**src/hdl/bts_pkg.sv**
```systemverilog
// Shared types and constants for the bilinear texture sampler.
// Used by every module of the block; depends on nothing.
package bts_pkg;

   // Defaults for the top-level parameters.
   localparam int MAX_DIM_DEF      = 256;
   localparam int COORD_FRAC_DEF   = 16;
   localparam int CHANNEL_BITS_DEF = 16;

   // Fixed port widths.
   localparam int COORD_W     = 24;
   localparam int CHAN_W      = 16;
   localparam int POS_W       = 8;
   localparam int MODE_W      = 2;
   localparam int CSR_DATA_W  = 9;
   localparam int CSR_INDEX_W = 3;

   // Result queue depth; must exceed the pipeline latency for full rate.
   localparam int QUEUE_DEPTH = 8;

   typedef enum logic [CSR_INDEX_W-1:0] {
      CSR_TEX_WIDTH,
      CSR_TEX_HEIGHT,
      CSR_U_MODE,
      CSR_V_MODE,
      CSR_TEX_VALID
   } csr_index_type;

   typedef enum logic [MODE_W-1:0] {
      ADDR_WRAP,
      ADDR_MIRROR,
      ADDR_CLAMP
   } addr_mode_type;

   typedef enum logic {
      KIND_LOAD,
      KIND_SAMPLE
   } item_kind_type;

   localparam logic [CSR_DATA_W-1:0] SIZE_RESET = 9'd256;

   // Control bits that travel with an item down the pipeline.
   typedef struct packed {
      logic valid;
      logic sample;
      logic white;
   } stage_ctl_type;

   // One filtered result item.
   typedef struct packed {
      logic [CHAN_W-1:0] opacity;
      logic [CHAN_W-1:0] blue;
      logic [CHAN_W-1:0] green;
      logic [CHAN_W-1:0] red;
   } rgba_type;

   typedef struct packed {
      logic full;
      logic empty;
   } queue_status_type;

endpackage

```
**src/hdl/bts_rsp_queue.sv**
```systemverilog
// Result queue between the filter pipeline and the response channel.
// Uses bts_pkg for the depth and the item type.
module bts_rsp_queue
   import bts_pkg::*;
(
   input  logic             clock,
   input  logic             reset,
   input  logic             push,
   input  rgba_type         push_data,
   input  logic             pop,
   output rgba_type         head,
   output queue_status_type status
);

   localparam int PTR_W = $clog2(QUEUE_DEPTH);
   localparam int CNT_W = $clog2(QUEUE_DEPTH + 1);

   rgba_type           slot_ff [QUEUE_DEPTH];
   logic [PTR_W-1:0]   wr_ptr_ff, wr_ptr_in;
   logic [PTR_W-1:0]   rd_ptr_ff, rd_ptr_in;
   logic [CNT_W-1:0]   count_ff, count_in;

   // Pointer and fill count updates.
   always_comb begin
      wr_ptr_in = push ? PTR_W'(wr_ptr_ff + 1'b1) : wr_ptr_ff;
      rd_ptr_in = pop  ? PTR_W'(rd_ptr_ff + 1'b1) : rd_ptr_ff;
      count_in  = CNT_W'(count_ff + CNT_W'(push) - CNT_W'(pop));
   end

   always_ff @(posedge clock) begin
      if (reset) begin
         wr_ptr_ff <= '0;
         rd_ptr_ff <= '0;
         count_ff  <= '0;
      end else begin
         wr_ptr_ff <= wr_ptr_in;
         rd_ptr_ff <= rd_ptr_in;
         count_ff  <= count_in;
      end
   end

   // Storage holds payload only.
   always_ff @(posedge clock) begin
      if (push) begin
         slot_ff[wr_ptr_ff] <= push_data;
      end
   end

   assign head         = slot_ff[rd_ptr_ff];
   assign status.empty = (count_ff == '0);
   assign status.full  = (count_ff == CNT_W'(QUEUE_DEPTH));

endmodule

```
**config.mk**
```make
export PLATFORM = sky130hd
export DESIGN_NAME = bts_rsp_queue
export DESIGN_NICKNAME = d
export VERILOG_FILES = /design/src/hdl/bts_pkg.sv /design/src/hdl/bts_rsp_queue.sv
export SDC_FILE = /design/constraint.sdc
export NUM_CORES = 1
export LEC_CHECK = 0
export BUFFER_PORTS_ARGS = -buffer_cell sky130_fd_sc_hd__buf_2
export CORE_UTILIZATION = 45
export CTS_BUF_LIST = sky130_fd_sc_hd__clkbuf_2
export CTS_CLUSTER_SIZE = 20
export DETAILED_ROUTE_END_ITERATION = 6
export GPL_ROUTABILITY_DRIVEN = 0
export HOLD_SLACK_MARGIN = 0.03
export SLEW_MARGIN = 0
export SYNTH_ARGS = -nofsm -noshare
export SYNTH_HDL_FRONTEND = slang
export SYNTH_SLANG_ARGS = --single-unit
export TNS_END_PERCENT = 5
```
**constraint.sdc**
```tcl
create_clock -name clock -period 7.3 [get_ports clock]
set_input_delay 0.365 -clock clock [delete_from_list [all_inputs] [get_ports clock]]
set_output_delay 0.365 -clock clock [all_outputs]
set_load 0.05 [all_outputs]
```
## Word-level counts from Yosys, hierarchy flattened

Memory sizes are Yosys's and may differ from the RTL's. A register that Yosys moved wholly into a read port is not among the register bits.
Cells that the tools add are included.

| storage, ports and cells | value |
|---|---|
| bits in registers | 10 |
| bits in writable memories | 512 |
| bits of input ports | 68 |
| output and inout bits | 66 |
| logic and storage cells | 14 |
| memories kept | 1 |

Memory list:

| name | words | bits a word | read ports | clocked after memory_dff | write ports | line | RTL |
|---|---|---|---|---|---|---|---|
| slot_ff | 8 | 64 | 1 | 1 | 1 | bts_rsp_queue.sv:18 | `rgba_type slot_ff [QUEUE_DEPTH];` |

| operators by class | value |
|---|---|
| add/sub/neg operators | 4 |
| equal/unequal tests | 1 |
| multiplexer cells | 4 |
| reduce and logical (&&, ||, !) cells | 1 |

Operator list:

| cell | count |
|---|---|
| $add A3 B1 Y3 const B | 2 |
| $mux W3 | 2 |
| $add A4 B1 Y4 | 1 |
| $eq A4 B4 Y1 const B | 1 |
| $logic_not A4 Y1 | 1 |
| $sub A4 B1 Y4 | 1 |
| $mux W1 | 2 |

## Depth between registers and ports, before layout

Gate-level depths: netlist of the first run.

| logic depth | value |
|---|---|
| word-level depth | 3 |
| depth in mapped cells | 8 |
| mapped depth without buffers | 8 |

## Worst setup path before layout of the first run

Ideal clock, no wire load.

| timing | value |
|---|---|
| kind | reg-to-reg |
| from | register wr_ptr_ff[2] |
| to | memory slot_ff[0][0] in the netlist's numbering (enable) |
| data arrival time | 4845 ps |
| required time | 6735 ps |
| path slack | 1890 ps |
| stages on the path, launching flop included | 3 |
| period minus slack after synthesis | 5410 ps |
| cell sequence | dfxtp_1 -> nand2b_1 -> nor3_1 |

RTL lines:

| what | line | RTL |
|---|---|---|
| start, declared | bts_rsp_queue.sv:19 | `logic [PTR_W-1:0] wr_ptr_ff, wr_ptr_in;` |
| start signal, assigned | bts_rsp_queue.sv:36 | `wr_ptr_ff <= wr_ptr_in;` |
| end, declared | bts_rsp_queue.sv:18 |  |

Straight into the memory's write port.

==> results of run 1 <==
layer usage:
layer	wire length [µm]	part of all wire [%]	global-route usage, %
met2	19700	51	29.1
met5	10	0.026	0
met1	16600	43	23.7
met4	644	1.7	7.30
met3	1730	4.5	4.58
kinds of logic after synthesis:
family | share of synthesized area, %
muxes | 18.3
and+or+nand+nor | 0.675
adders and majority gates | 0.606
DFF | 78.8
AOI/OAI and AO/OA | 0.0946
xor gates and xnor gates | 0.221
buffers and inverters | 1.30
registers in the layout (all words and copies together), names as in the netlist, named ones only:
name       cells
count_ff       4
slot_ff      512
rd_ptr_ff      3
wr_ptr_ff      3
cell type report:
class	instances	area (µm²)
diodes	1	2.50
clock buffers	181	906
clock inverters	39	229
fillers	3431	19600
inverters	7	26.3
multi-input cells	241	4000
flip-flops and latches	525	15600
well taps	585	732
repair buffers	280	2110
through the flow:
step | setup WS, ns | hold WS, ns | std cells | power [W] | utilization (%)
2_1_floorplan | 1.89 | 0.464 | 809 | 0.00404 | -
5_1_grt | 2.74 | 0.0528 | 1859 | 0.00636 | 54.7
3_3_place_gp | 4.07 | 0.501 | 1505 | 0.00422 | 49.0
4_1_cts | 2.87 | 0.0301 | 1858 | 0.00616 | 54.7
3_5_place_dp | 4.08 | 0.508 | 1505 | 0.00423 | 49.0
6_report | 3.15 | 0.185 | 1859 | 0.00606 | 54.7
worst paths after layout:
kind	depth (start not counted)	slack, ns	endpoint	startpoint
max	4	3.15	head[51]	flip-flop
min	2	0.18	slot_ff[5][2]$_DFFE_PP_	push_data[2]
max reg2reg	3	4.80	slot_ff[2][36]$_DFFE_PP_	wr_ptr_ff[2]$_SDFFE_PP0P_
min reg2reg	2	0.54	flip-flop	rd_ptr_ff[1]$_SDFFE_PP0P_
worst max-delay path, stage by stage, from the launching register on:
cell and delay [ns]:
dfxtp_4 0.93, buf_12 0.66, mux4_2 0.60, mux2_2 0.28, buf_2 0.22
cell usage in the layout, fill, tap and decap left out, types with 4 or more instances in the layout:
| cell | netlist | layout |
|---|---|---|
| nand2b_1 | 4 | 4 |
| clkinv_1 | 0 | 25 |
| dlygate4sd3_1 | 0 | 133 |
| buf_4 | 3 | 13 |
| dfxtp_1 | 13 | 10 |
| mux2_2 | 64 | 64 |
| ha_1 | 8 | 8 |
| inv_2 | 0 | 8 |
| nand2_1 | 4 | 4 |
| inv_1 | 7 | 7 |
| mux4_2 | 128 | 128 |
| clkbuf_2 | 0 | 181 |
| nor2_1 | 16 | 10 |
| nor2_4 | 0 | 6 |
| buf_2 | 2 | 133 |
| edfxtp_1 | 512 | 512 |
power groups by stage:
stage	Sequential (W)	Clock [W]	Combinational, W
after floorplan	0.00348	0	0.000553
after global placement	0.00350	0	0.000719
after detailed placement	0.00350	0	0.000726
after CTS	0.00343	0.00194	0.000790
after global routing	0.00344	0.00209	0.000829
final	0.00343	0.00186	0.000776
==> flow_summary.yaml, run 1 <==
synth:
  ys.flop_type: "edfxtp_1"
  netlist_top_cells_area: "edfxtp_1, mux4_2, mux2_2"
  synth-seq-cells: 525
  synth_top_area_share_pct: 77.5
  synth_top_area_cell: "edfxtp_1"
  syn_inst: 809
  avgSynthCellArea_um2: 24.5
  syn_area_mm2: 0.0198
  ys_top_cells_by_count: "edfxtp_1, mux4_2, mux2_2"
  ys_seq_area_share_pct: 78.8
  yosys_warnings: 0
  synth.distinct_cells: 24
  syn_nets: 886
  yosysMostFrequentCell: "edfxtp_1"
  synthArstFlopShare_pct: 0
  synth_edf_count: 512
floorplan:
  coreArea_mm2: 0.0433
  die_y_um: 212
  start_util_pct: 45.8
  die_w_um: 212
  dieArea_mm2: 0.0449
  ios: 134
  rows: 76
power:
  p_switching_w: 0.00160
  p_clk_share_pct: 30.6
  seqPwrFrac_pct: 56.6
  pwr_density_cell_mw_per_mm2: 256
  comb_power_share_pct: 12.8
  internal_power_w: 0.00446
  swShare_pct: 26.4
  leakage_nw: 7.88
  peakVddDrop_uv: 178
clocking:
  postCtsHoldBufs: 133
  htreeDepth: 4
  cts_inserted_buffers: 132
  clkLatencyLatePin_ns: 1.05
  cts.repair.resized: 0
  cts.sinks: 525
  tritoncts: "done"
  cts_buffer_depth: 3
  post_cts_buffers: 0
  cts.clk_slew.worst_paths_ns: 0.10
  cts_root_buffer: "clkbuf_2"
detailed_routing:
  via_per_inst: 5.09
  drt_iter0_markers: 541
  drt_wl_total_mm: 38.7
  first_pass_iters: 5
  ant_nets: 0
  post_drt_wl_per_cell_um: 20.8
  via_count: 9471
  drc: 0
global_route:
  overflow: 0
  grt_max_degree: 89
  grt_pass1_vias: 10350
  grt.total_usage_pct: 18.1
  grt_pass1_wl_mm: 59.0
  antenna_found_initial: 2
worst_setup_path:
  cp-start-kind: "flip-flop"
  required_ns: 6.93
  critPathArrivalTime_ns: 3.79
  critPathKind: "reg -> out"
  end_kind: "primary output"
  crit_path_max_fanout: 88
placement:
  dpl.hpwl_mm: 18.9
  io_buffers: 133
  dpl_cell_area_mm2: 0.0212
timing:
  rsz0062_at_grt: "no"
  drv_slew: 0
  period_share_pct: 56.9
  setup_violations: 0
  worst_pin_slew_ns: 0.996
  max_slew_margin_pct: 33.6
  hold_viol: 0
  max_freq_mhz: 241
  period_needed_ns: 4.15
  fin_skew_ns: 0.0483
  tns_ns: 0
layout:
  final_area_mm2: 0.0237
  drive_above_1_share_pct: 42.9
  area_growth_syn_to_layout_pct: 19.3
  num-nets-final: 1264
flow_run:
  max_cap_violations: 0
run_status:
  status: "complete, no violations"
hold_path:
  min_path_type: "in -> reg"
No activity file was read; power rests on OpenSTA's default activity.
==> inputs of run 2 (changes only) <==
==> constraint.sdc (replaced) <==
create_clock -name clock -period 3.9 [get_ports clock]
set_input_delay 0.195 -clock clock [delete_from_list [all_inputs] [get_ports clock]]
set_output_delay 0.195 -clock clock [all_outputs]
set_load 0.05 [all_outputs]
==> run 2 against run 1 <==
Net effect: sequential cell count is the same; clock skew grew 0.0046 ns; sequential share of layout area shrank 0.99 points; routed wire length grew 2.0%; worst setup slack lost 2.7 ns; design area grew 1.5%; total power grew 93%; via count grew 1.4%; first-iteration DRC count shrank 2.0%; clock-buffer cell count grew 18; critical path depth is the same; critical path type unchanged.
==> flow_summary.yaml, run 2 (synthesized netlist as in run 1, its figures left out) <==
run_status:
  status: "complete, no violations"
flow_run:
  max_cap_violations: 0
worst_setup_path:
  r2r_cells: 3
  critPathKind: "reg -> out"
  end_kind: "primary output"
  worst_r2r_endpoint: "slot_ff[0][29]$_DFFE_PP_"
  reg2reg_from: "wr_ptr_ff[2]$_SDFFE_PP0P_"
  cp-start-kind: "flip-flop"
  r2r_setup_slack_ns: 1.60
  critPathArrivalTime_ns: 3.23
  crit_path_max_fanout: 40
  required_ns: 3.70
clocking:
  cts.clk_slew.worst_paths_ns: 0.10
  clkLatencyLatePin_ns: 1.05
  cts_buffer_depth: 3
  cts.sinks: 525
  htreeDepth: 4
  cts_inserted_buffers: 136
  cts_root_buffer: "clkbuf_2"
  tritoncts: "done"
power:
  finalPower_w: 0.0117
  pwr_density_cell_mw_per_mm2: 486
  seqPwrFrac_pct: 54.9
  p_switching_w: 0.00307
  leakage_nw: 8.04
  swShare_pct: 26.3
  comb_power_share_pct: 12.6
  peakVddDrop_uv: 380
  internal_power_w: 0.00861
  p_clk_share_pct: 32.5
layout:
  largest_reg_flops: 512
  reg_top3: "slot_ff x512, count_ff x4"
  regMostFlops: "slot_ff"
  area_growth_syn_to_layout_pct: 21.1
  drive_above_1_share_pct: 43.8
  fill_cells: 3407
  seq_area_mm2: 0.0156
  layout_common_cells: "edfxtp_1, clkbuf_2, dlygate4sd3_1, buf_2, mux4_2"
  multi_input_area_mm2: 0.00400
  num-nets-final: 1278
  final_common_cell: "edfxtp_1"
  final_area_mm2: 0.0240
detailed_routing:
  drt_wl_total_mm: 39.5
  drt_iter0_markers: 530
  via_count: 9607
  first_pass_iters: 5
  via_per_inst: 5.10
  ant_nets: 0
  drc: 0
  post_drt_wl_per_cell_um: 20.9
global_route:
  grt_max_degree: 65
  grt_util_met3_pct: 4.61
  grt_use_met2_pct: 29.6
  grt_pass1_vias: 10537
  use_met1_pct: 23.8
  grt.total_usage_pct: 18.3
  grt_pass1_wl_mm: 59.8
  grt_most_used_layer: "met2"
  overflow: 0
  antenna_found_initial: 3
floorplan:
  ios: 134
  die_w_um: 212
  coreArea_mm2: 0.0433
  die_y_um: 212
  start_util_pct: 45.8
  rows: 76
  dieArea_mm2: 0.0449
timing:
  rsz0062_at_grt: "no"
  setup_violations: 0
  max_freq_mhz: 292
  tns_ns: 0
  fin_skew_ns: 0.0529
  max_slew_margin_pct: 24.3
  worst_pin_slew_ns: 1.13
  hold_viol: 0
  period_share_pct: 87.9
  period_needed_ns: 3.43
  drv_slew: 0
hold_path:
  hp-start: "pop"
  min_path_cells: 5
  min_path_type: "in -> reg"
  worstHoldEndpoint: "count_ff[1]$_SDFF_PP0_"
placement:
  dpl.hpwl_mm: 19.8
  io_buffers: 133
  dpl_cell_area_mm2: 0.0214
## run 2: cell types whose count changed in the layout (fill, tap and decap cells not counted)
cell / previous run / this run
inv_2: 8 / 3
buf_12: 1 / 12
bufinv_16: 3 / 5
diode_2: 1 / 2
nor3_4: 0 / 1
clkbuf_2: 181 / 199
buf_4: 13 / 9
dlygate4sd3_1: 133 / 136
nor3_2: 2 / 1
## run 2: how the worst max path moves through the flow
stage / start / end / slack (ns) / depth (start not counted)
floorplan: wr_ptr_ff[2]$_SDFFE_PP0P_ / slot_ff[4][0]$_DFFE_PP_ / -1.45 / 2
global placement: flip-flop / head[2] / 1.54 / 4
detailed placement: flip-flop / head[2] / 1.52 / 4
CTS: flip-flop / head[2] / 0.27 / 4
global route: flip-flop / head[2] / 0.22 / 4
finish: flip-flop / head[2] / 0.47 / 4
## run 2: cell type report
| type | count | area share (%) |
|---|---|---|
| Sequential cell | 525 | 65.2 |
| Clock inverter | 36 | 1.13 |
| Inverter | 7 | 0.109 |
| Clock buffer | 199 | 4.15 |
| Multi-Input combinational cell | 241 | 16.7 |
| Antenna cell | 2 | 0.0208 |
| Tap cell | 585 | 3.05 |
| Timing Repair Buffer | 290 | 9.72 |
## run 2: critical path, cell delays in order (launching register included)
cell and delay (ns):
dfxtp_4 0.80, buf_4 0.47, mux4_2 0.36, mux2_2 0.31, buf_2 0.22
## run 2: what timing repair did
| action | 4_1_cts | 5_1_grt |
|---|---|---|
| setup buffers | 0 | 0 |
| hold buffers | 136 | 0 |
| hold endpoints to repair | 660 | 0 |
| resized for setup | 0 | 0 |
| endpoints found under the setup margin | 0 | 0 |
## run 2: per-stage QoR
step                util, %  setup slack [ns]  instances  hold slack, ns
finish                 55.5             0.471       1885           0.231
global route           55.5             0.225       1885           0.112
CTS                    55.5             0.270       1883          0.0734
detailed placement     49.4              1.52       1512           0.465
global placement       49.4              1.54       1512           0.464
floorplan                 -             -1.45        809           0.294
## run 2: per-layer routing
layer,vias to the layer above,wire length [µm]
met4,2,696
met2,211,19700
met3,58,1750
li1,4318,-
met1,5018,17300
met5,-,11
## run 2: power by group through the flow
stage          combinational, W  clock, W  sequential [W]
3_5_place_dp            0.00139         0         0.00654
3_3_place_gp            0.00138         0         0.00654
2_1_floorplan           0.00104         0         0.00651
5_1_grt                 0.00157   0.00422         0.00642
4_1_cts                 0.00150   0.00395         0.00641
6_report                0.00148   0.00379         0.00641
