$ cat config.mk
export PLATFORM = sky130hd
export DESIGN_NAME = bts_coord
export DESIGN_NICKNAME = d
export VERILOG_FILES = /design/src/hdl/bts_pkg.sv /design/src/hdl/bts_coord.sv
export SDC_FILE = /design/constraint.sdc
export NUM_CORES = 1
export LEC_CHECK = 0
export BUFFER_PORTS_ARGS = -buffer_cell sky130_fd_sc_hd__buf_4
export CELL_PAD_IN_SITES_DETAIL_PLACEMENT = 2
export CELL_PAD_IN_SITES_GLOBAL_PLACEMENT = 2
export CORE_MARGIN = 10
export CORE_UTILIZATION = 38
export DETAILED_ROUTE_END_ITERATION = 10
export PLACE_DENSITY_LB_ADDON = 0.1
export SYNTH_ARGS = -nofsm -noshare
export SYNTH_HDL_FRONTEND = slang
export SYNTH_SLANG_ARGS = --single-unit
$ cat constraint.sdc
create_clock -name vclk -period 9.9
set_input_delay 1.485 -clock vclk [all_inputs]
set_output_delay 1.485 -clock vclk [all_outputs]
set_load 0.05 [all_outputs]
$ cat src/hdl/bts_pkg.sv
// Shared types and constants for the bilinear texture sampler.
// Used by every module of the block; depends on nothing.
package bts_pkg;

   // Defaults for the top-level parameters.
   localparam int MAX_DIM_DEF      = 256;
   localparam int COORD_FRAC_DEF   = 16;
   localparam int CHANNEL_BITS_DEF = 16;

   // Fixed port widths.
   localparam int COORD_W     = 24;
   localparam int CHAN_W      = 16;
   localparam int POS_W       = 8;
   localparam int MODE_W      = 2;
   localparam int CSR_DATA_W  = 9;
   localparam int CSR_INDEX_W = 3;

   // Result queue depth; must exceed the pipeline latency for full rate.
   localparam int QUEUE_DEPTH = 8;

   typedef enum logic [CSR_INDEX_W-1:0] {
      CSR_TEX_WIDTH,
      CSR_TEX_HEIGHT,
      CSR_U_MODE,
      CSR_V_MODE,
      CSR_TEX_VALID
   } csr_index_type;

   typedef enum logic [MODE_W-1:0] {
      ADDR_WRAP,
      ADDR_MIRROR,
      ADDR_CLAMP
   } addr_mode_type;

   typedef enum logic {
      KIND_LOAD,
      KIND_SAMPLE
   } item_kind_type;

   localparam logic [CSR_DATA_W-1:0] SIZE_RESET = 9'd256;

   // Control bits that travel with an item down the pipeline.
   typedef struct packed {
      logic valid;
      logic sample;
      logic white;
   } stage_ctl_type;

   // One filtered result item.
   typedef struct packed {
      logic [CHAN_W-1:0] opacity;
      logic [CHAN_W-1:0] blue;
      logic [CHAN_W-1:0] green;
      logic [CHAN_W-1:0] red;
   } rgba_type;

   typedef struct packed {
      logic full;
      logic empty;
   } queue_status_type;

endpackage

$ cat src/hdl/bts_coord.sv
// One axis of coordinate handling: address mode (wrap, mirror, clamp) and
// scaling by the texture size minus one. Purely combinational; uses bts_pkg.
module bts_coord
   import bts_pkg::*;
#(
   parameter int FRAC_BITS = COORD_FRAC_DEF,
   parameter int SIZE_W    = 8
) (
   input  logic [COORD_W-1:0]          coord,
   input  logic [MODE_W-1:0]           mode,
   input  logic [SIZE_W-1:0]           size_m1,
   output logic [FRAC_BITS+SIZE_W:0]   scaled
);

   localparam int EXT_W = (FRAC_BITS + 2 > COORD_W) ? FRAC_BITS + 2 : COORD_W;
   localparam int A_W   = FRAC_BITS + 1;
   localparam int S_W   = FRAC_BITS + SIZE_W + 1;
   localparam logic [A_W-1:0] ONE     = {1'b1, {FRAC_BITS{1'b0}}};
   localparam logic [A_W:0]   TWO_ONE = {2'b10, {FRAC_BITS{1'b0}}};

   logic [EXT_W-1:0] ext;
   logic             neg;
   logic [A_W-1:0]   period;
   logic [A_W-1:0]   addr;

   // Sign-extend so that a period of two stays intact for wide fractions.
   assign ext    = EXT_W'($signed(coord));
   assign neg    = coord[COORD_W-1];
   assign period = ext[FRAC_BITS:0];

   // Fold the coordinate into 0..1 according to the address mode.
   always_comb begin
      unique case (mode)
         ADDR_WRAP: begin
            addr = {1'b0, ext[FRAC_BITS-1:0]};
         end
         ADDR_MIRROR: begin
            if (period <= ONE) begin
               addr = period;
            end else begin
               addr = A_W'(TWO_ONE - {1'b0, period});
            end
         end
         default: begin
            // Clamp, and the unused mode code behaves the same way.
            if (neg) begin
               addr = '0;
            end else if (ext > EXT_W'(ONE)) begin
               addr = ONE;
            end else begin
               addr = period;
            end
         end
      endcase
   end

   // Scale to texel units; integer part above FRAC_BITS, fraction below.
   assign scaled = S_W'(addr) * S_W'(size_m1);

endmodule

== Yosys cells after proc, flatten, opt, wreduce, memory -nomap -nowiden ==
Cells that the tools add are included.

* Bits in registers: 0
* Latch bits: 0
* Bits in writable memories: 0
* Bits in read-only memories: 0
* Input bits: 34
* Output and inout bits: 25
* Logic and storage cells: 10
* Memories kept: 0

* Add/subtract/negate cells: 1
* $mul: 1
* Divide/modulo/power cells: 0
* $lt $le $gt $ge: 2
* Equality and inequality tests: 1
* Shift operators: 0
* Multiplexer cells: 4
* Bitwise operators: 0
* Reduce and logical (&&, ||, !) cells: 1

{| class="wikitable"
|+ Operators by type and width
! kind !! number
|-
| $mux 17 || 3
|-
| $pmux 17 s2 || 1
|-
| $mul 17x8->25 || 1
|-
| $gt 24x17->1 const B || 1
|-
| $le 17x17->1 const B || 1
|-
| $sub 1x17->17 const A || 1
|-
| $eq 2x1->1 const B || 1
|-
| $logic_not 2->1 || 1
|}

== Longest topological paths before layout ==
Gate-level depths: netlist (run 1).

* Word-level depth: 5
* Mapped depth: 24
* Depth with buffers taken out: 22

== Worst setup path before layout (run 1) ==
Ideal clock, no wire load.

* Path type: input to output
* From: input port coord[0]
* To: output port scaled[24]
* Arrival: 7,462 ps
* Required time: 8,415 ps
* Path slack: 953 ps
* Cell stages on the path: 21
* Path through: inv_1 ha_1 and3_1 buf_2 a31oi_1 nor2_1 mux2i_1 and2b_1 fa_1 fa_1 fa_1 inv_1 fa_1 inv_1 ha_1 and4_1 a21oi_1 a21oi_1 o2111a_1 o211a_1 nor3_1

* Word-level cells in the longest chain between the ends: 5
* Elaborated cells on any way between the ends: 8
* Classes of those cells: add/sub: 1; mul: 1; order compare: 2; mux: 4

{| class="wikitable"
|+ Ends and longest elaborated chain
! element !! RTL line !! text
|-
| start, declared || bts_coord.sv:9 || <nowiki>input logic [COORD_W-1:0] coord,</nowiki>
|-
| $gt 24x17->1 || bts_coord.sv:48 || <nowiki>end else if (ext > EXT_W'(ONE)) begin</nowiki>
|-
| $mux 17 || bts_coord.sv:48 ||
|-
| $mux 17 || bts_coord.sv:46 || <nowiki>if (neg) begin</nowiki>
|-
| $pmux 17 s2 * || bts_coord.sv:33 || <nowiki>unique case (mode)</nowiki>
|-
| $mul 17x8->25 * || bts_coord.sv:58 || <nowiki>assign scaled = S_W'(addr) * S_W'(size_m1);</nowiki>
|-
| end, declared || bts_coord.sv:12 || <nowiki>output logic [FRAC_BITS+SIZE_W:0] scaled</nowiki>
|}

Every way passes the cells marked *; elsewhere a longest branch is shown, timed or not.

== Worst setup path in the final report (run 1) ==
* From: input port coord[1]
* To: output port scaled[24]

Same word-level chain as after synthesis.

==> results of run 1 <==
## layer usage
metal | track usage [%] | vias up | routed length [µm]
met1 | 19.7 | 2247 | 6010
met2 | 36.0 | 58 | 8740
li1 | - | 2040 | -
met4 | 1.81 | 0 | 167
met3 | 0.927 | 10 | 427
met5 | 0 | - | 0
## report_power, final
group / switching (mW) / internal (mW) / total, mW
sequential: 0 / 0 / 0
clock: 0 / 0 / 0
combinational: 0.804 / 0.414 / 1.22
## kinds of logic (layout without fill, tap and decap cells)
family / after synthesis / after routing
AOI/OAI and AO/OA: 93 / 93
xor gates and xnor gates: 18 / 18
adders and majority gates: 136 / 136
buffers and inverters: 133 / 185
muxes: 7 / 7
and+or+nand+nor: 222 / 222
## worst max path at each step
stage	from	endpoint	slack [ns]	cells past startpoint
floorplan	coord[0]	scaled[24]	0.95	21
global placement	coord[18]	scaled[24]	0.86	22
detailed placement	coord[18]	scaled[24]	0.67	22
CTS	coord[0]	scaled[23]	0.64	21
global route	coord[1]	scaled[21]	0.11	22
finish	coord[1]	scaled[24]	0.70	22
## cells in the mapped netlist, drive strengths merged, types with 10 or more instances
master	number	area (µm²)
nor2b	35	219
inv	122	458
nor3	12	60.1
a21oi	32	168
fa	90	1800
ha	46	576
o21ai	19	95.1
and2b	10	75.1
xnor2	15	131
nand2	40	150
and2	71	444
nor2	20	75.1
## final cells by class
cell class	count	area (µm²)	share of cell area, %
Inverter	122	458	8.12
Multi-Input combinational cell	476	4500	79.7
Tap cell	172	215	3.81
Timing Repair Buffer	63	473	8.38
## per-stage QoR
stage          hold slack [ns]  setup slack (ns)  total power [mW]  util (%)
5_1_grt                   3.51             0.110              1.35      44.2
3_5_place_dp              3.50             0.667              1.24      44.2
3_3_place_gp              3.48             0.857              1.20      44.2
6_report                  3.49             0.696              1.22      44.2
4_1_cts                   3.50             0.639              1.25      44.2
2_1_floorplan             3.25             0.953             0.892         -
==> results.cfg, run 1 <==
[outcome]
status = finished, final reports clean

[global_route]
grt_max_degree = 18
number_of_antenna_violations_at_the_first_check_in_global_routing = 0
globalRouteTotalUtil_pct = 17.6
vias_in_the_first_global_route = 5164
grt_remaining_overflow = 0
grt_first_pass_wirelength_mm = 26.6

[synth]
sequential_fraction_of_the_synthesis_area_pct = 0
syn-num-nets = 779
synth-adder-area-share_pct = 47.5
synth-xor-area-share_pct = 3.15
mappedNetlistArea_um2 = 5000
yosys_warnings = 0
synth.distinct_cells = 55
synth-compound-area-share_pct = 12.5
yosys.area_share.simple_pct = 25.0
per_instance_average_area_after_synthesis_um2 = 8.21
synth.area.mux_share_pct = 1.78
syn-instance-count = 609
synth_top_family_by_area = adder cells

[worst_setup_path]
cell_chain_critical_path = buf_4 > inv_1 > ha_1 > and3_1 > a31oi_1 > nor2_1 > mux2i_1 > and2b_1 > fa_1 > fa_1 > fa_1 > inv_1 > fa_1 > inv_1 > ha_1 > a21oi_1 > o22ai_1 > nor2_1 > o22ai_1 > o211a_1 > nor3_1 > buf_4
critical_path.max_stage_delay_ns = 0.60
crit_path_end_kind = output pin
worstSetupPathType = in -> out
worstPathMaxFanout = 9
path_delay_family = adder cells
cp.required_ns = 8.42
worst_ep_arrival_time_ns = 7.72
timing.critical_path.from_type = input port
critical_path_buf_inv_count = 5
crit_top_cell = sky130_fd_sc_hd__fa_1
worst_path_max_delay_cell = sky130_fd_sc_hd__fa_1

[die]
die_w_um = 135
ios = 59
floorplan.die_area_um2 = 18100
coreArea_um2 = 12800
initial_core_util_pct = 39.1
core.rowCount = 41
die_y_um = 135

[worst_hold_path]
hold_path.class = in -> out
min_from = size_m1[0]
whs_endpoint = scaled[0]
whs_path_depth = 3

[placed_design]
numPlacedInstances = 833
dpl_cell_area_um2 = 5640
finalWeightedCongestion = 0.866
placement.io_buffers = 59
hpwl_mm = 13.4

[sta]
slew-limit-headroom_pct = 49.2
report.final.slew_viol_count = 0
worst_slew_pin_slew_ns = 0.762
fmax_ghz = 0.109
setup_tns_ns = 0
finalHoldViolCount = 0
setup_viol_count_final = 0
layout_worst_path_cycle_share_pct = 93.0
setup_repair_after_global_routing_missed_its_margin = no
period_minus_slack_ns = 9.20

[route]
route.detailed.wl_per_inst_um = 18.4
drt-total-wl_mm = 15.3
num_vias = 4355
post_drt_via_cell_ratio = 5.23
antenna_left = 0
drcViolationCount = 0
drtPass1Iterations = 4
drt_first_iter_violations = 118

[cells_and_area]
design.final.nets = 833
final_design_area_excluding_fillers_um2 = 5640
nFillCells = 1483
clock_buffers = 0
ff_latch_area_um2 = 0
antenna_cells_inserted = 0
areaGrowthSynthToFinish_pct = 12.8
share_of_final_layout_standard_cells_stronger_than_drive_strength_1_pct = 12.0
layoutNonFillerInstCount = 833
mostFrequentLayoutCell = sky130_fd_sc_hd__inv_1
mostFrequentLayoutCells = 122 x sky130_fd_sc_hd__inv_1, 90 x sky130_fd_sc_hd__fa_1, 71 x sky130_fd_sc_hd__and2_1
seq_cell_count = 0

[pwr]
leakage_nw = 2.87
p_per_area_nw_per_um2 = 216
ir_worst_vdd_v = 0.000147

[cts]
post-cts-setup-buffers = 0
holdBufCountCts = 0
cts_resized = 0

[job]
count_of_maximum_capacitance_violations = 0
No activity file was read; power rests on OpenSTA's default activity.
==> inputs of run 2 (changes only) <==
==> constraint.sdc (replaced) <==
create_clock -name vclk -period 9.9
set_input_delay 0 -clock vclk [all_inputs]
set_output_delay 0 -clock vclk [all_outputs]
set_load 0.05 [all_outputs]
==> run 2 against run 1 <==
Routed wire length is 1.6% higher. Combinational power hardly changed. Final cell count is 0.48% lower. First-iteration DRC count is 30% lower. Critical path depth is 1 lower. Hold slack worse by 3.0 ns. Die area stayed put. Fmax is 40% higher. Via count is 0.28% lower. Count of clock-buffer cells in the layout stayed put. Sequential share of layout area stayed put. Utilization is 0.24 points lower. Largest power group unchanged. Critical endpoint is now scaled[18].
==> results.cfg, run 2 (synthesized netlist as in run 1, its figures left out) <==
[cells_and_area]
mostFrequentLayoutCells = 122 x sky130_fd_sc_hd__inv_1, 90 x sky130_fd_sc_hd__fa_1, 71 x sky130_fd_sc_hd__and2_1
areaGrowthSynthToFinish_pct = 12.2
final_core_util_pct = 43.9
share_of_final_layout_standard_cells_stronger_than_drive_strength_1_pct = 11.4
clock_buffers = 0
design.final.nets = 829
ff_latch_area_um2 = 0
seq_cell_count = 0
mostFrequentLayoutCell = sky130_fd_sc_hd__inv_1
antenna_cells_inserted = 0
nFillCells = 1480

[route]
drt_first_iter_violations = 83
drtPass1Iterations = 4
post_drt_via_cell_ratio = 5.24
antenna_left = 0
detail_route_met2_wl_mm = 8.94
route.detailed.wl_per_inst_um = 18.8
met1_length_mm = 6.24
top_signal_layer_used = met4
num_vias = 4343
wl_met3_um = 285
drcViolationCount = 0
drt-total-wl_mm = 15.6

[sta]
report.final.slew_viol_count = 0
period_minus_slack_ns = 6.56
finalHoldViolCount = 0
fmax_ghz = 0.152
setup_repair_after_global_routing_missed_its_margin = no
setup_tns_ns = 0
layout_worst_path_cycle_share_pct = 66.2
worst_slew_pin_slew_ns = 0.926
final_critical_path_setup_slack_ns = 3.34
setup_viol_count_final = 0
slew-limit-headroom_pct = 38.3

[worst_setup_path]
critical_path_buf_inv_count = 5
cell_chain_critical_path = buf_4 > or4_4 > o31ai_2 > a31oi_1 > nor2_1 > nand2_1 > fa_1 > fa_1 > inv_1 > fa_1 > inv_1 > fa_1 > inv_1 > ha_1 > a21oi_1 > a21bo_2 > a21oi_1 > o21ai_0 > a31o_2 > xnor2_1 > buf_4
path_delay_family = adder cells
timing.critical_path.from_type = input port
critical_path.max_stage_delay_ns = 0.75
worstPathMaxFanout = 11
worst_path_max_delay_cell = sky130_fd_sc_hd__o31ai_2
worst_ep_arrival_time_ns = 6.56
crit_top_cell = sky130_fd_sc_hd__fa_1
crit_path_end_kind = output pin
worstSetupPathType = in -> out
cp.required_ns = 9.90

[die]
die_y_um = 135
initial_core_util_pct = 39.1
floorplan.die_area_um2 = 18100
core.rowCount = 41
coreArea_um2 = 12800
die_w_um = 135
ios = 59

[cts]
holdBufCountCts = 0
cts_resized = 0
post-cts-setup-buffers = 0

[pwr]
internal_power_mw = 0.414
sw_frac_of_total_pct = 66.0
leakage_nw = 2.85
ir_worst_vdd_v = 0.000150
power_frac_comb_pct = 100.0
power_frac_clock_pct = 0
net_switching_power_mw = 0.806
p_per_area_nw_per_um2 = 217
sequential_cell_fraction_of_total_power_pct = 0

[placed_design]
dp_slack_ns = 3.36
placement.io_buffers = 59
hpwl_mm = 13.5
finalWeightedCongestion = 0.803

[outcome]
status = finished, final reports clean

[worst_hold_path]
hold_path.class = in -> out

[global_route]
grt_remaining_overflow = 0
globalRouteTotalUtil_pct = 17.8
vias_in_the_first_global_route = 5163
grt_max_degree = 18
grt_first_pass_wirelength_mm = 26.8
number_of_antenna_violations_at_the_first_check_in_global_routing = 0

[job]
count_of_maximum_capacitance_violations = 0
## run 2: power groups by stage
stage               logic [mW]  registers [mW]  clock network (mW)
floorplan                0.892               0                   0
global placement          1.20               0                   0
detailed placement        1.25               0                   0
CTS                       1.25               0                   0
global route              1.35               0                   0
finish                    1.22               0                   0
## run 2: per-layer routing
metal,track usage (%),vias to the layer above
li1,-,2024
met1,19.5,2272
met2,37.2,39
met3,0.853,8
met4,1.39,0
met5,0,-
## run 2: worst paths after layout
| path | end | start | cells after the start |
|---|---|---|---|
| worst max-delay path | scaled[18] | coord[18] | 21 |
| worst min-delay path | scaled[0] | size_m1[0] | 3 |
## run 2: final cells by class
cell class,count,area (µm²),area share [%]
Multi-Input combinational cell,476,4500,80.1
Inverter,122,458,8.16
Tap cell,172,215,3.83
Timing Repair Buffer,59,443,7.89
## run 2: metrics by stage
| stage | power, mW | std cells | hold slack [ns] | area, µm² |
|---|---|---|---|---|
| finish | 1.22 | 829 | 0.516 | 5610 |
| global route | 1.35 | 829 | 0.540 | 5610 |
| CTS | 1.25 | 829 | 0.517 | 5610 |
| detailed placement | 1.25 | 829 | 0.517 | 5610 |
| global placement | 1.20 | 829 | 0.517 | 5610 |
| floorplan | 0.892 | 609 | 0.285 | 5000 |
## run 2: tightest hold or removal path, stage by stage
cell and delay, ns:
sky130_fd_sc_hd__buf_4 0.18, sky130_fd_sc_hd__and2_1 0.15, sky130_fd_sc_hd__buf_4 0.18
==> inputs of run 3 (changes only) <==
==> constraint.sdc (replaced) <==
create_clock -name vclk -period 6.8
set_input_delay 0 -clock vclk [all_inputs]
set_output_delay 0 -clock vclk [all_outputs]
set_load 0.05 [all_outputs]
==> run 3 against run 2 <==
Count of clock-buffer cells in the layout unchanged. Non-clock buffer count up 5. Global-route usage is 0.19 points higher. Utilization grew 0.29 points. Total power up 46%. Combinational power grew 46%. Final cell count grew 0.60%. Sequential cell count is the same. Critical path depth is 3 higher. Critical path type unchanged. Critical endpoint is now scaled[24]. Largest power group unchanged. Highest routed layer unchanged.
==> results.cfg, run 3 (synthesized netlist as in run 1, its figures left out) <==
[cells_and_area]
antenna_cells_inserted = 0
nFillCells = 1491
mostFrequentLayoutCell = sky130_fd_sc_hd__inv_1
areaGrowthSynthToFinish_pct = 13.0
mostFrequentLayoutCells = 122 x sky130_fd_sc_hd__inv_1, 90 x sky130_fd_sc_hd__fa_1, 71 x sky130_fd_sc_hd__and2_1
clock_buffers = 0
share_of_final_layout_standard_cells_stronger_than_drive_strength_1_pct = 12.1
design.final.nets = 834
ff_latch_area_um2 = 0
seq_cell_count = 0
final_design_area_excluding_fillers_um2 = 5650

[cts]
post-cts-setup-buffers = 0
cts_resized = 0
holdBufCountCts = 0

[die]
initial_core_util_pct = 39.1
coreArea_um2 = 12800
die_y_um = 135
floorplan.die_area_um2 = 18100
die_w_um = 135
ios = 59
core.rowCount = 41

[route]
drt_first_iter_violations = 126
drcViolationCount = 0
drtPass1Iterations = 4
drt-total-wl_mm = 15.8
post_drt_via_cell_ratio = 5.26
antenna_left = 0
num_vias = 4390
route.detailed.wl_per_inst_um = 18.9

[placed_design]
hpwl_mm = 13.7
placement.io_buffers = 59
dpl_cell_area_um2 = 5650
finalWeightedCongestion = 0.806

[outcome]
status = finished, final reports clean

[worst_setup_path]
crit_top_cell = sky130_fd_sc_hd__inv_1
cp.required_ns = 6.80
path_delay_family = adder cells
startpoint = coord[0]
crit_path_end_kind = output pin
critical_path.max_stage_delay_ns = 0.53
worstSetupPathType = in -> out
worst_ep_arrival_time_ns = 6.31
worst_path_max_delay_cell = sky130_fd_sc_hd__fa_1
cell_chain_critical_path = buf_4 > inv_1 > ha_1 > and3_1 > a21oi_1 > a21boi_0 > mux2i_2 > nor2b_1 > fa_1 > inv_1 > fa_1 > inv_1 > fa_1 > inv_1 > fa_1 > inv_1 > ha_1 > and4_1 > a21oi_1 > a21oi_1 > o2111a_1 > o211a_1 > nor3_1 > buf_4
critical_path_buf_inv_count = 7
timing.critical_path.from_type = input port
worstPathMaxFanout = 9

[sta]
fmax_ghz = 0.159
report.final.slew_viol_count = 0
finalHoldViolCount = 0
setup_tns_ns = 0
layout_worst_path_cycle_share_pct = 92.8
slew-limit-headroom_pct = 60.5
setup_repair_after_global_routing_missed_its_margin = no
worst_slew_pin_slew_ns = 0.576
setup_viol_count_final = 0
period_minus_slack_ns = 6.31

[pwr]
ir_worst_vdd_v = 0.000255
leakage_nw = 2.87
p_per_area_nw_per_um2 = 316

[global_route]
globalRouteTotalUtil_pct = 18.0
grt_max_degree = 18
grt_remaining_overflow = 0
grt_first_pass_wirelength_mm = 27.1
number_of_antenna_violations_at_the_first_check_in_global_routing = 0
vias_in_the_first_global_route = 5261

[job]
count_of_maximum_capacitance_violations = 0

[worst_hold_path]
hold_path.class = in -> out
min_from = size_m1[0]
==> run 3: power by group <==
group / internal [mW] / switching, mW
clock: 0 / 0
sequential: 0 / 0
combinational: 0.607 / 1.18
==> run 3: worst paths after layout <==
kind / to / slack, ns / cells past startpoint
worst max-delay path: scaled[24] / 0.49 / 24
worst min-delay path: scaled[0] / 0.51 / 3
==> run 3: layout make-up <==
| class | instances | area (µm²) | share of cell area, % |
|---|---|---|---|
| multi-input combinational | 476 | 4500 | 79.6 |
| tap | 172 | 215 | 3.81 |
| inverter | 122 | 458 | 8.11 |
| timing repair buffer | 64 | 480 | 8.50 |
==> run 3: metal layers <==
layer  GRT usage (%)  vias to the layer above  part of all wire, %  wire [µm]
met5               0                        -                    0          0
met4            1.87                        0                  1.0        163
met3            1.22                       16                  2.4        384
met2            37.4                       57                   58       9170
met1            19.5                     2278                   38       6040
li1                -                     2039                    -          -
==> run 3: per-stage QoR <==
step	cells	power [mW]	hold WS (ns)	setup slack, ns	utilization, %
2_1_floorplan	609	1.30	0.285	0.823	-
3_3_place_gp	834	1.75	0.511	0.750	44.2
3_5_place_dp	834	1.82	0.515	0.500	44.2
4_1_cts	834	1.82	0.514	0.491	44.2
5_1_grt	834	1.97	0.528	0.0183	44.2
6_report	834	1.78	0.510	0.493	44.2
